[config.mk]
export PLATFORM = sky130hd
export DESIGN_NAME = math_span_markup_escaper_top
export DESIGN_NICKNAME = d
export VERILOG_FILES = /design/src/rtl/core/msme_pkg.sv /design/src/rtl/core/math_span_markup_escaper_top.sv
export SDC_FILE = /design/constraint.sdc
export NUM_CORES = 1
export LEC_CHECK = 0
export ABC_AREA = 1
export BUFFER_PORTS_ARGS = -buffer_cell sky130_fd_sc_hd__buf_4
export CAP_MARGIN = 20
export CORE_ASPECT_RATIO = 0.5
export CORE_MARGIN = 2
export CORE_UTILIZATION = 52
export DETAILED_ROUTE_END_ITERATION = 12
export PLACE_DENSITY = 0.75
export SYNTH_ARGS = -nofsm -noshare
export SYNTH_HDL_FRONTEND = slang
export SYNTH_SLANG_ARGS = --single-unit
[constraint.sdc]
create_clock -name clk_i -period 2.7 [get_ports clk_i]
set_input_delay 0.135 -clock clk_i [delete_from_list [all_inputs] [get_ports clk_i]]
set_output_delay 0.135 -clock clk_i [all_outputs]
set_load 0.1 [all_outputs]
[src/rtl/core/msme_pkg.sv]
// Shared character codes for the math-span markup escaper.
package msme_pkg;

  localparam logic [7:0] ChDollar    = 8'h24;
  localparam logic [7:0] ChBackslash = 8'h5C;
  localparam logic [7:0] ChStar      = 8'h2A;
  localparam logic [7:0] ChLBracket  = 8'h5B;
  localparam logic [7:0] ChRBracket  = 8'h5D;
  localparam logic [7:0] ChLParen    = 8'h28;
  localparam logic [7:0] ChRParen    = 8'h29;
  localparam logic [7:0] ChUnderline = 8'h5F;
  localparam logic [7:0] ChCaret     = 8'h5E;
  localparam logic [7:0] ChSpace     = 8'h20;
  localparam logic [7:0] ChLineFeed  = 8'h0A;

  // Input kinds carried on tuser.
  localparam logic KindChar = 1'b0;
  localparam logic KindEol  = 1'b1;

  // Longest burst of output bytes that a single input transaction can cause.
  localparam int unsigned MaxBurst = 4;

endpackage

[src/rtl/core/math_span_markup_escaper_top.sv]
// Math-span markup escaper: look-ahead byte, math mode tracking and output burst buffer.
// The first output byte of an input transaction that yields bytes is presented the cycle after it.
// Throughput: one input transaction per cycle while each yields at most one byte and the
// output is not stalled; a transaction that yields more (at most four) holds the buffer until its last byte leaves.
// Reset (rst_ni low, asynchronous): both math modes clear, nothing is held, the next byte
// is taken as the start of a line, and the output burst buffer is emptied.
module math_span_markup_escaper_top (
  input  logic       clk_i,
  input  logic       rst_ni,
  // Input stream.
  input  logic       s_axis_tvalid_i,
  output logic       s_axis_tready_o,
  input  logic [7:0] s_axis_tdata_i,   // [7:0] char_byte
  input  logic       s_axis_tuser_i,   // [0] item_kind (0 = character, 1 = end of line)
  // Output stream.
  output logic       m_axis_tvalid_o,
  input  logic       m_axis_tready_i,
  output logic [7:0] m_axis_tdata_o,   // [7:0] out_byte
  output logic       m_axis_tlast_o    // last_of_run
);

  // Escaper state. The byte held back is only resolved once the next item is seen,
  // because a '$' may turn out to be the first half of a "$$" delimiter.
  logic       disp_q, disp_d;
  logic       inl_q, inl_d;
  logic [7:0] held_q, held_d;
  logic       held_vld_q, held_vld_d;
  logic       line_start_q, line_start_d;
  logic       prior_bs_q, prior_bs_d;

  // Output burst buffer: the bytes for one input transaction, drained from the head.
  logic [7:0] buf_q [msme_pkg::MaxBurst];
  logic [7:0] bb    [msme_pkg::MaxBurst];
  logic [1:0] rem_q;
  logic       out_vld_q;

  logic       s_acc;
  logic       m_beat;

  // Held-byte resolution results.
  logic [7:0] pb [3];
  logic [1:0] pn;
  logic       consumed;
  logic       p_disp, p_inl;
  logic       esc, pair, single, nxt_dollar;
  logic [2:0] bn;

  assign m_beat          = out_vld_q & m_axis_tready_i;
  // A new transaction may enter as soon as the buffer is empty or its last byte leaves.
  assign s_axis_tready_o = ~out_vld_q | (m_axis_tready_i & (rem_q == 2'd0));
  assign s_acc           = s_axis_tvalid_i & s_axis_tready_o;

  assign m_axis_tvalid_o = out_vld_q;
  assign m_axis_tdata_o  = buf_q[0];
  assign m_axis_tlast_o  = (rem_q == 2'd0);

  // Decide what the held byte turns into. Only a character item offers a look-ahead byte;
  // at end of line a lone '$' is an inline delimiter unless escaped or inside display math.
  always_comb begin
    nxt_dollar = (s_axis_tuser_i == msme_pkg::KindChar) &&
                 (s_axis_tdata_i == msme_pkg::ChDollar);
    esc        = ~line_start_q & prior_bs_q;
    pair       = (held_q == msme_pkg::ChDollar) && nxt_dollar && !esc;
    single     = (held_q == msme_pkg::ChDollar) && !nxt_dollar && !esc;

    pb[0]    = held_q;
    pb[1]    = msme_pkg::ChSpace;
    pb[2]    = msme_pkg::ChSpace;
    pn       = 2'd1;
    consumed = 1'b0;
    p_disp   = disp_q;
    p_inl    = inl_q;

    if (!disp_q && !inl_q) begin
      if (pair) begin
        // Display math opener.
        pb[0]    = msme_pkg::ChDollar;
        pb[1]    = msme_pkg::ChDollar;
        pn       = 2'd3;
        p_disp   = 1'b1;
        consumed = 1'b1;
      end else if (single) begin
        // Inline math opener.
        pb[0] = msme_pkg::ChDollar;
        pn    = 2'd2;
        p_inl = 1'b1;
      end
    end else if (disp_q && pair) begin
      // Display math closer.
      pb[1]    = msme_pkg::ChDollar;
      pb[2]    = msme_pkg::ChDollar;
      pb[0]    = msme_pkg::ChSpace;
      pn       = 2'd3;
      p_disp   = 1'b0;
      consumed = 1'b1;
    end else if (inl_q && single) begin
      // Inline math closer.
      pb[0] = msme_pkg::ChSpace;
      pb[1] = msme_pkg::ChDollar;
      pn    = 2'd2;
      p_inl = 1'b0;
    end else if (held_q inside {msme_pkg::ChStar, msme_pkg::ChLBracket, msme_pkg::ChRBracket,
                                msme_pkg::ChLParen, msme_pkg::ChRParen}) begin
      pb[0] = msme_pkg::ChBackslash;
      pb[1] = held_q;
      pn    = 2'd2;
    end else if (held_q inside {msme_pkg::ChUnderline, msme_pkg::ChCaret}) begin
      pb[0] = msme_pkg::ChSpace;
      pb[1] = held_q;
      pn    = 2'd3;
    end else if (held_q == msme_pkg::ChDollar) begin
      // An escaped dollar, or one that is neither opener nor closer here.
      pn = 2'd2;
    end
  end

  // Next state and the burst that one accepted transaction produces.
  always_comb begin
    disp_d       = disp_q;
    inl_d        = inl_q;
    held_d       = held_q;
    held_vld_d   = held_vld_q;
    line_start_d = line_start_q;
    prior_bs_d   = prior_bs_q;
    bb[0]        = pb[0];
    bb[1]        = pb[1];
    bb[2]        = pb[2];
    bb[3]        = msme_pkg::ChLineFeed;
    bn           = 3'd0;

    if (s_axis_tuser_i == msme_pkg::KindChar) begin
      if (!held_vld_q) begin
        // Nothing held yet: this byte only becomes the look-ahead byte.
        held_d     = s_axis_tdata_i;
        held_vld_d = 1'b1;
      end else begin
        bn    = {1'b0, pn};
        disp_d = p_disp;
        inl_d  = p_inl;
        line_start_d = 1'b0;
        if (consumed) begin
          // The incoming '$' was the second half of a pair and is used up.
          held_vld_d = 1'b0;
          prior_bs_d = 1'b0;
        end else begin
          prior_bs_d = (held_q == msme_pkg::ChBackslash);
          held_d     = s_axis_tdata_i;
        end
      end
    end else begin
      // End of line: flush whatever is held, then line feed.
      if (held_vld_q) begin
        disp_d = p_disp;
        inl_d  = p_inl;
        bn     = 3'({1'b0, pn} + 3'd1);
        case (pn)
          2'd1:    bb[1] = msme_pkg::ChLineFeed;
          2'd2:    bb[2] = msme_pkg::ChLineFeed;
          default: bb[3] = msme_pkg::ChLineFeed;
        endcase
      end else begin
        bb[0] = msme_pkg::ChLineFeed;
        bn    = 3'd1;
      end
      held_vld_d   = 1'b0;
      line_start_d = 1'b1;
      prior_bs_d   = 1'b0;
    end
  end

  always_ff @(posedge clk_i or negedge rst_ni) begin
    if (!rst_ni) begin
      disp_q       <= 1'b0;
      inl_q        <= 1'b0;
      held_q       <= 8'h00;
      held_vld_q   <= 1'b0;
      line_start_q <= 1'b1;
      prior_bs_q   <= 1'b0;
      rem_q        <= 2'd0;
      out_vld_q    <= 1'b0;
    end else begin
      // A new burst is only loaded when the buffer is empty or its last byte is leaving.
      if (s_acc && (bn != 3'd0)) begin
        out_vld_q <= 1'b1;
        rem_q     <= 2'(bn - 3'd1);
      end else if (m_beat) begin
        if (rem_q == 2'd0) begin
          out_vld_q <= 1'b0;
        end else begin
          rem_q <= rem_q - 2'd1;
        end
      end
      if (s_acc) begin
        disp_q       <= disp_d;
        inl_q        <= inl_d;
        held_q       <= held_d;
        held_vld_q   <= held_vld_d;
        line_start_q <= line_start_d;
        prior_bs_q   <= prior_bs_d;
      end
    end
  end

  // Burst payload: loaded on a transaction that yields bytes, shifted towards the head
  // on every output transaction.
  always_ff @(posedge clk_i) begin
    if (s_acc && (bn != 3'd0)) begin
      buf_q <= bb;
    end else if (m_beat) begin
      buf_q[0] <= buf_q[1];
      buf_q[1] <= buf_q[2];
      buf_q[2] <= buf_q[3];
    end
  end

endmodule

==> results of run 1 <==
## worst max-delay path, delay by kind of cell (launching register included)
family | cells | cell delay (ps)
AO/OA/AOI/OAI | 1 | 340
flip-flops | 1 | 440
AND/OR/NAND/NOR | 12 | 1120
adder cells (fa/ha/maj) | 1 | 280
buffers and inverters | 2 | 200
## stage by stage
| step | worst slack, ps | instance area [µm²] | hold slack (ps) |
|---|---|---|---|
| floorplan | 95.7 | 2140 | -161 |
| global placement | 71.0 | 2310 | 2.61 |
| detailed placement | -79.4 | 2310 | 9.49 |
| CTS | 8.23 | 2440 | 87.3 |
| global route | -39.8 | 2590 | 138 |
| finish | 115 | 2590 | 90.9 |
## cells in the mapped netlist (all sizes together)
cell,n
o221ai,1
o21ai,21
edfxtp,19
buf,15
nand4,2
nor2,35
nor3,2
dfstp,1
o22ai,3
dfrtp,15
a311oi,2
nand3,17
o31ai,4
a41oi,1
a21oi,13
o211ai,1
inv,38
a31oi,2
ha,3
conb,1
nand2,69
clkinv,1
## final timing paths
| kind | startpoint | end | slack, ps |
|---|---|---|---|
| max reg2reg | held_q[6] | buf_q[20] | 110 |
| max in group asynchronous | rst_ni | line_start_q | 2200 |
| min | s_axis_tdata_i[3] | held_q[3] | 90 |
| min reg2reg | line_start_q | line_start_q | 500 |
| max | held_q[6] | buf_q[20] | 110 |
| min in group asynchronous | rst_ni | held_q[3] | 250 |
## registers in the layout, summed over array words and instances (netlist names)
| signal | flops |
|---|---|
| m_axis_tvalid_o | 1 |
| prior_bs_q | 1 |
| inl_q | 1 |
| line_start_q | 1 |
| m_axis_tdata_o | 8 |
| held_vld_q | 1 |
| buf_q | 11 |
| held_q | 8 |
| disp_q | 1 |
| rem_q | 2 |
## cells by family (layout without fill, tap and decap cells)
logic type      after synthesis  count (layout)  share of synthesized area [%]
flops                        35              35                           45.9
other cells                   1               1                          0.177
compound gates               48              48                           12.9
fa+ha+maj                     3               3                           1.77
buf+inv                      54              86                           12.5
simple gates                125             127                           26.7
## metal layers
| layer | up-vias | wire (µm) |
|---|---|---|
| met5 | - | 0 |
| met4 | 0 | 114 |
| met3 | 12 | 480 |
| met2 | 106 | 2390 |
| met1 | 870 | 2200 |
| li1 | 934 | - |
## layout make-up
class / instances / area share [%]
clock inverter: 3 / 1.69
sequential: 35 / 37.7
timing repair buffer: 39 / 12.0
multi-input combinational: 179 / 37.6
tap: 54 / 2.60
clock buffer: 5 / 2.65
inverter: 39 / 5.74
## placed cells by master, fill, tap and decap left out, types with 4 or more instances in the layout
| cell | instances |
|---|---|
| nor2_1 | 29 |
| clkbuf_8 | 5 |
| a21oi_1 | 12 |
| dfrtp_1 | 10 |
| nand2_1 | 58 |
| dfrtp_2 | 5 |
| buf_4 | 36 |
| inv_2 | 7 |
| nand2_4 | 5 |
| o21ai_0 | 17 |
| o21ai_1 | 4 |
| edfxtp_1 | 19 |
| nand3_1 | 13 |
| nand2_2 | 7 |
| inv_1 | 30 |
## what timing repair did
item	in CTS	in global routing
hold buffers	1	0
resized for setup	1	21
setup endpoints to repair	2	32
pin swaps	0	5
hold endpoints to repair	16	0
gates cloned	0	2
buffers inserted	0	10
## power groups by stage
stage / Sequential, W / Combinational [W] / Clock (W)
after floorplan: 0.00104 / 0.00140 / 0
after global placement: 0.00103 / 0.00164 / 0
after detailed placement: 0.00105 / 0.00167 / 0
after CTS: 0.00104 / 0.00168 / 0.000483
after global routing: 0.00107 / 0.00206 / 0.000497
final: 0.00105 / 0.00191 / 0.000476
==> metrics.txt, run 1 <==
outcome finished clean; Tightest Pin Transition 586 ps; Fill cells 302; synth top area cells edfxtp_1, dfrtp_1, nand2_1; Pint 0.00168 W; DR WL/cell 14.6 µm; grt met3 use 6.03%; area leader, netlist edfxtp_1; Final TNS setup 0 ps; area of the multi-input gates 976 µm²; Critical Path AT 2660 ps; Crit-path slowest cell dfrtp_2; GRT Overall Usage 23.2%; Max Cap Viol 0; Hold Vio Cnt, Final 0; Die X-Extent 94.3 µm; drt pass-1 iters 5; Synth Cell Area 0.00212 mm²; startpoint types register; Hold/Removal Path Class input port to register; Std-Cell Rows 16; Yosys warning total 0; max incr delay on CP 440 ps; total power 0.00343 W; Ant. Diodes 0; CP Cell Sequence inv_2, nand2_1, nor2_2, nand2_2, nor2_4, nand2_2, nand2_2, nand3_4, ha_4, nand2_1, nand2_1, nor2_2, nand2_4, buf_4, nand2_4, a311oi_1; cell count after synthesis 266; Comb power frac 55.6%; post-detailed-route DRC marker count 0; fraction of layout cells with a size suffix above 1 29.0%; Critical Path RT 2770 ps; VDD IR-drop max 0.487 mV; routed wire length 5180 µm; busiest layer in global routing met2; worst hold path depth 3; pwr dens 1320 mW/mm²; dpl hpwl 3550 µm; vias in the first global route 1,718; reg2reg path depth 16; worst-skew pair later-pin latency 300 ps; met2 GRT Util 35.7%; final core area utilization 66.5%; routability cong. 0.934; Reg power frac 30.5%; Core Area 0.00390 mm²; Slew HR 60.8%; crit path max fanout 8; Final period util 95.8%; register area 978 µm²; maximum clock insertion buffer count 2; post-route ant nets 0; Sw Pwr 0.00174 W; number of cells after detailed placement 333; total congestion overflow 0; Setup CP Type register to register; Max Clock Skew 9.69 ps; synthesis-to-layout area growth 22.5%; vias per cell 5.43; clock power share 13.9%; initial antenna violation count 0; CTS tree done; Synth top area share 26.9%; syn_nets 282; FF+latch count, synth 35; Clock Tree Root clkbuf_8; Mapped Avg Cell Area 7.96 µm²; Leakage Power 1.23 nW; grt met1 use 32.0%; starting DRC count in detailed routing 165; first-pass GRT wire length 7960 µm; initial cell density of the core 54.3%; register area share after synthesis 45.9%; Distinct cells, synth 31; Vias 1,922; Die H 49.1 µm; Die Area 0.00463 mm²; Sw Share 50.9%; clk slew on worst S/H paths 80 ps; pin count of the biggest net entering global routing 19; CTS buffer count 5; Port Buffers 23; minimum clock period 2590 ps; # setup viols final 0; clk sink count 35; Worst Setup End Kind register; Final nets 315; max frequency 387 MHz; Final Max Slew Viols 0; final non-filler cell total 354; H-tree depth 2; I/O pins 24
Power figures use the tool's default switching activity.
==> inputs of run 2 (changes only) <==
--- a/config.mk
+++ b/config.mk
@@ -10,9 +10,9 @@
 export CAP_MARGIN = 20
 export CORE_ASPECT_RATIO = 0.5
 export CORE_MARGIN = 2
-export CORE_UTILIZATION = 52
+export CORE_UTILIZATION = 50
 export DETAILED_ROUTE_END_ITERATION = 12
-export PLACE_DENSITY = 0.75
+export PLACE_DENSITY = 0.73
 export SYNTH_ARGS = -nofsm -noshare
 export SYNTH_HDL_FRONTEND = slang
 export SYNTH_SLANG_ARGS = --single-unit
==> metrics.txt, run 2 (same netlist as run 1, synthesis figures left out) <==
initial cell density of the core 53.2% (was 54.3%); clk slew on worst S/H paths 80 ps (about the same); dpl hpwl 3300 µm (was 3550 µm); final core area utilization 63.0% (was 66.5%); outcome finished clean (unchanged); commonest non-fill, non-tap cells in the layout nand2_1, inv_1, buf_4 (was nand2_1, buf_4, inv_1); H-tree depth 2 (unchanged); Critical Path AT 2650 ps (was 2660 ps); routability cong. 0.913 (was 0.934); max reg flops 11 (unchanged); routed wire length 4570 µm (was 5180 µm); clk sink count 35 (unchanged); Max Clock Skew 9.67 ps (was 9.69 ps); CTS tree done (unchanged); pwr dens 1310 mW/mm² (was 1320 mW/mm²); hold slack 100 ps (was 90.9 ps); fraction of layout cells with a size suffix above 1 25.5% (was 29.0%); post-detailed-route DRC marker count 0 (unchanged); Sw Share 50.7% (was 50.9%); Final TNS setup 0 ps (unchanged); I/O pins 24 (unchanged); Die Area 0.00480 mm² (was 0.00463 mm²); Cell Area, Placed 0.00231 mm² (unchanged); max incr delay on CP 420 ps (was 440 ps); Worst Setup End Kind register (unchanged); Hold/Removal Path Class input port to register (unchanged); CTS buffer count 5 (unchanged); total power 0.00329 W (was 0.00343 W); r2r setup slk 150 ps (was 110 ps); Std-Cell Rows 16 (unchanged); minimum clock period 2550 ps (was 2590 ps); Leakage Power 1.20 nW (was 1.23 nW); first-pass GRT wire length 7430 µm (was 7960 µm); Clock Tree Root clkbuf_8 (unchanged); Final nets 309 (was 315); vias per cell 5.29 (was 5.43); starting DRC count in detailed routing 193 (was 165); max frequency 392 MHz (was 387 MHz); Port Buffers 23 (unchanged); crit path max fanout 8 (unchanged); Slew HR 60.5% (was 60.8%); Reg-to-Reg Start held_q[4] (was held_q[6]); Setup CP Type register to register (unchanged); Crit-path slowest cell dfrtp_1 (was dfrtp_2); Pint 0.00162 W (was 0.00168 W); Die X-Extent 96.1 µm (was 94.3 µm); Crit path top cell by count nand2_1; clock power share 14.5% (was 13.9%); pin count of the biggest net entering global routing 20 (was 19); Final Max Slew Viols 0 (unchanged); startpoint types register (unchanged); Sw Pwr 0.00167 W (was 0.00174 W); GRT Overall Usage 20.8% (was 23.2%); synthesis-to-layout area growth 18.4% (was 22.5%); DR WL/cell 13.1 µm (was 14.6 µm); most common cell after layout, fill and taps aside nand2_1 (unchanged); maximum clock insertion buffer count 2 (unchanged); VDD IR-drop max 0.479 mV (was 0.487 mV); CP Buf/Inv Count 2 (unchanged); Hold Crit Start s_axis_tdata_i[4] (was s_axis_tdata_i[3]); Tightest Pin Transition 591 ps (was 586 ps); drt pass-1 iters 4 (was 5); register name with the most flops buf_q (unchanged); Die H 50.0 µm (was 49.1 µm); worst-skew pair later-pin latency 290 ps (was 300 ps); Reg power frac 31.9% (was 30.5%); Worst Setup SP held_q[4] (was held_q[6]); Max Cap Viol 0 (unchanged); top cell family by delay on the critical path simple AND/OR/NAND/NOR gates (unchanged); # setup viols final 0 (unchanged); Hold Vio Cnt, Final 0 (unchanged); crit path capture buf_q[18] (was buf_q[20]); vias in the first global route 1,565 (was 1,718); Comb power frac 53.6% (was 55.6%); Vias 1,842 (was 1,922); post-route ant nets 0 (unchanged); Fill cells 352 (was 302); design area 0.00251 mm² (was 0.00259 mm²); CP Cell Sequence inv_2, nand2_1, nor2_2, nand2_1, nor2_4, nand2_2, nand2_2, nand3_4, ha_1, nand2_1, nand2_1, nor2_1, nand2_2, nand2_8, buf_4, o31ai_1 (was inv_2, nand2_1, nor2_2, nand2_2, nor2_4, nand2_2, nand2_2, nand3_4, ha_4, nand2_1, nand2_1, nor2_2, nand2_4, buf_4, nand2_4, a311oi_1); reg2reg path depth 16 (unchanged); Core Area 0.00398 mm² (was 0.00390 mm²); Critical Path RT 2800 ps (was 2770 ps); Final period util 94.6% (was 95.8%); initial antenna violation count 0 (unchanged); Reg-to-Reg End buf_q[18] (was buf_q[20]); Stages on worst setup path 16 (unchanged); total congestion overflow 0 (unchanged); Ant. Diodes 0 (unchanged)
run 2: cell count changes in the layout (fill, tap and decap cells not counted), sizes merged:
| cell | change |
|---|---|
| buf | -5 |
| nand2 | -1 |
run 2: layout make-up:
class	count	area (µm²)	area share (%)
well taps	54	67.6	2.69
repair buffers	34	270	10.8
inverters	39	146	5.84
clock inverters	3	43.8	1.75
multi-input cells	178	933	37.2
clock buffers	5	68.8	2.74
flip-flops and latches	35	978	39.0
run 2: power by group through the flow:
stage	Combinational [W]	Clock (W)	Sequential (W)
final	0.00176	0.000477	0.00105
after CTS	0.00167	0.000483	0.00103
after global routing	0.00192	0.000503	0.00107
after global placement	0.00165	0	0.00103
after detailed placement	0.00166	0	0.00105
after floorplan	0.00140	0	0.00104
run 2: per-stage QoR:
| step | setup WS (ps) | cells |
|---|---|---|
| 2_1_floorplan | 95.7 | 266 |
| 3_3_place_gp | 89.5 | 333 |
| 3_5_place_dp | 62.8 | 333 |
| 4_1_cts | 42.3 | 342 |
| 5_1_grt | -14.7 | 348 |
| 6_report | 147 | 348 |
run 2: worst min path at each step:
stage / to / slack [ps] / cells past startpoint
3_3_place_gp: held_q[6] / 5 / 1
4_1_cts: held_q[5] / 90 / 3
3_5_place_dp: held_q[0] / 9 / 1
2_1_floorplan: disp_q / -160 / 0
6_report: held_q[4] / 100 / 3
5_1_grt: held_q[3] / 130 / 3
run 2: metal layers:
layer	vias up	wire, µm	GRT usage (%)
met5	-	0	0
met4	0	59	7.14
met3	5	384	4.59
met2	74	1970	29.4
met1	842	2150	31.2
li1	921	-	-
run 2: worst register-to-register path, stage by stage (launching register included):
cell     delay [ps]
dfrtp_1         420
inv_2            90
nand2_1          70
nor2_2          150
nand2_1         100
nor2_4          120
nand2_2          70
nand2_2          80
nand3_4         100
ha_1            290
nand2_1          50
nand2_1          90
nor2_1           60
nand2_2         150
nand2_8          90
buf_4           170
o31ai_1         270
run 2: repair_timing:
| action | in CTS | in global routing |
|---|---|---|
| resized for setup | 0 | 9 |
| setup buffers | 0 | 5 |
| endpoints found under the hold margin | 16 | 0 |
| setup endpoints to repair | 0 | 37 |
| hold buffers | 1 | 0 |
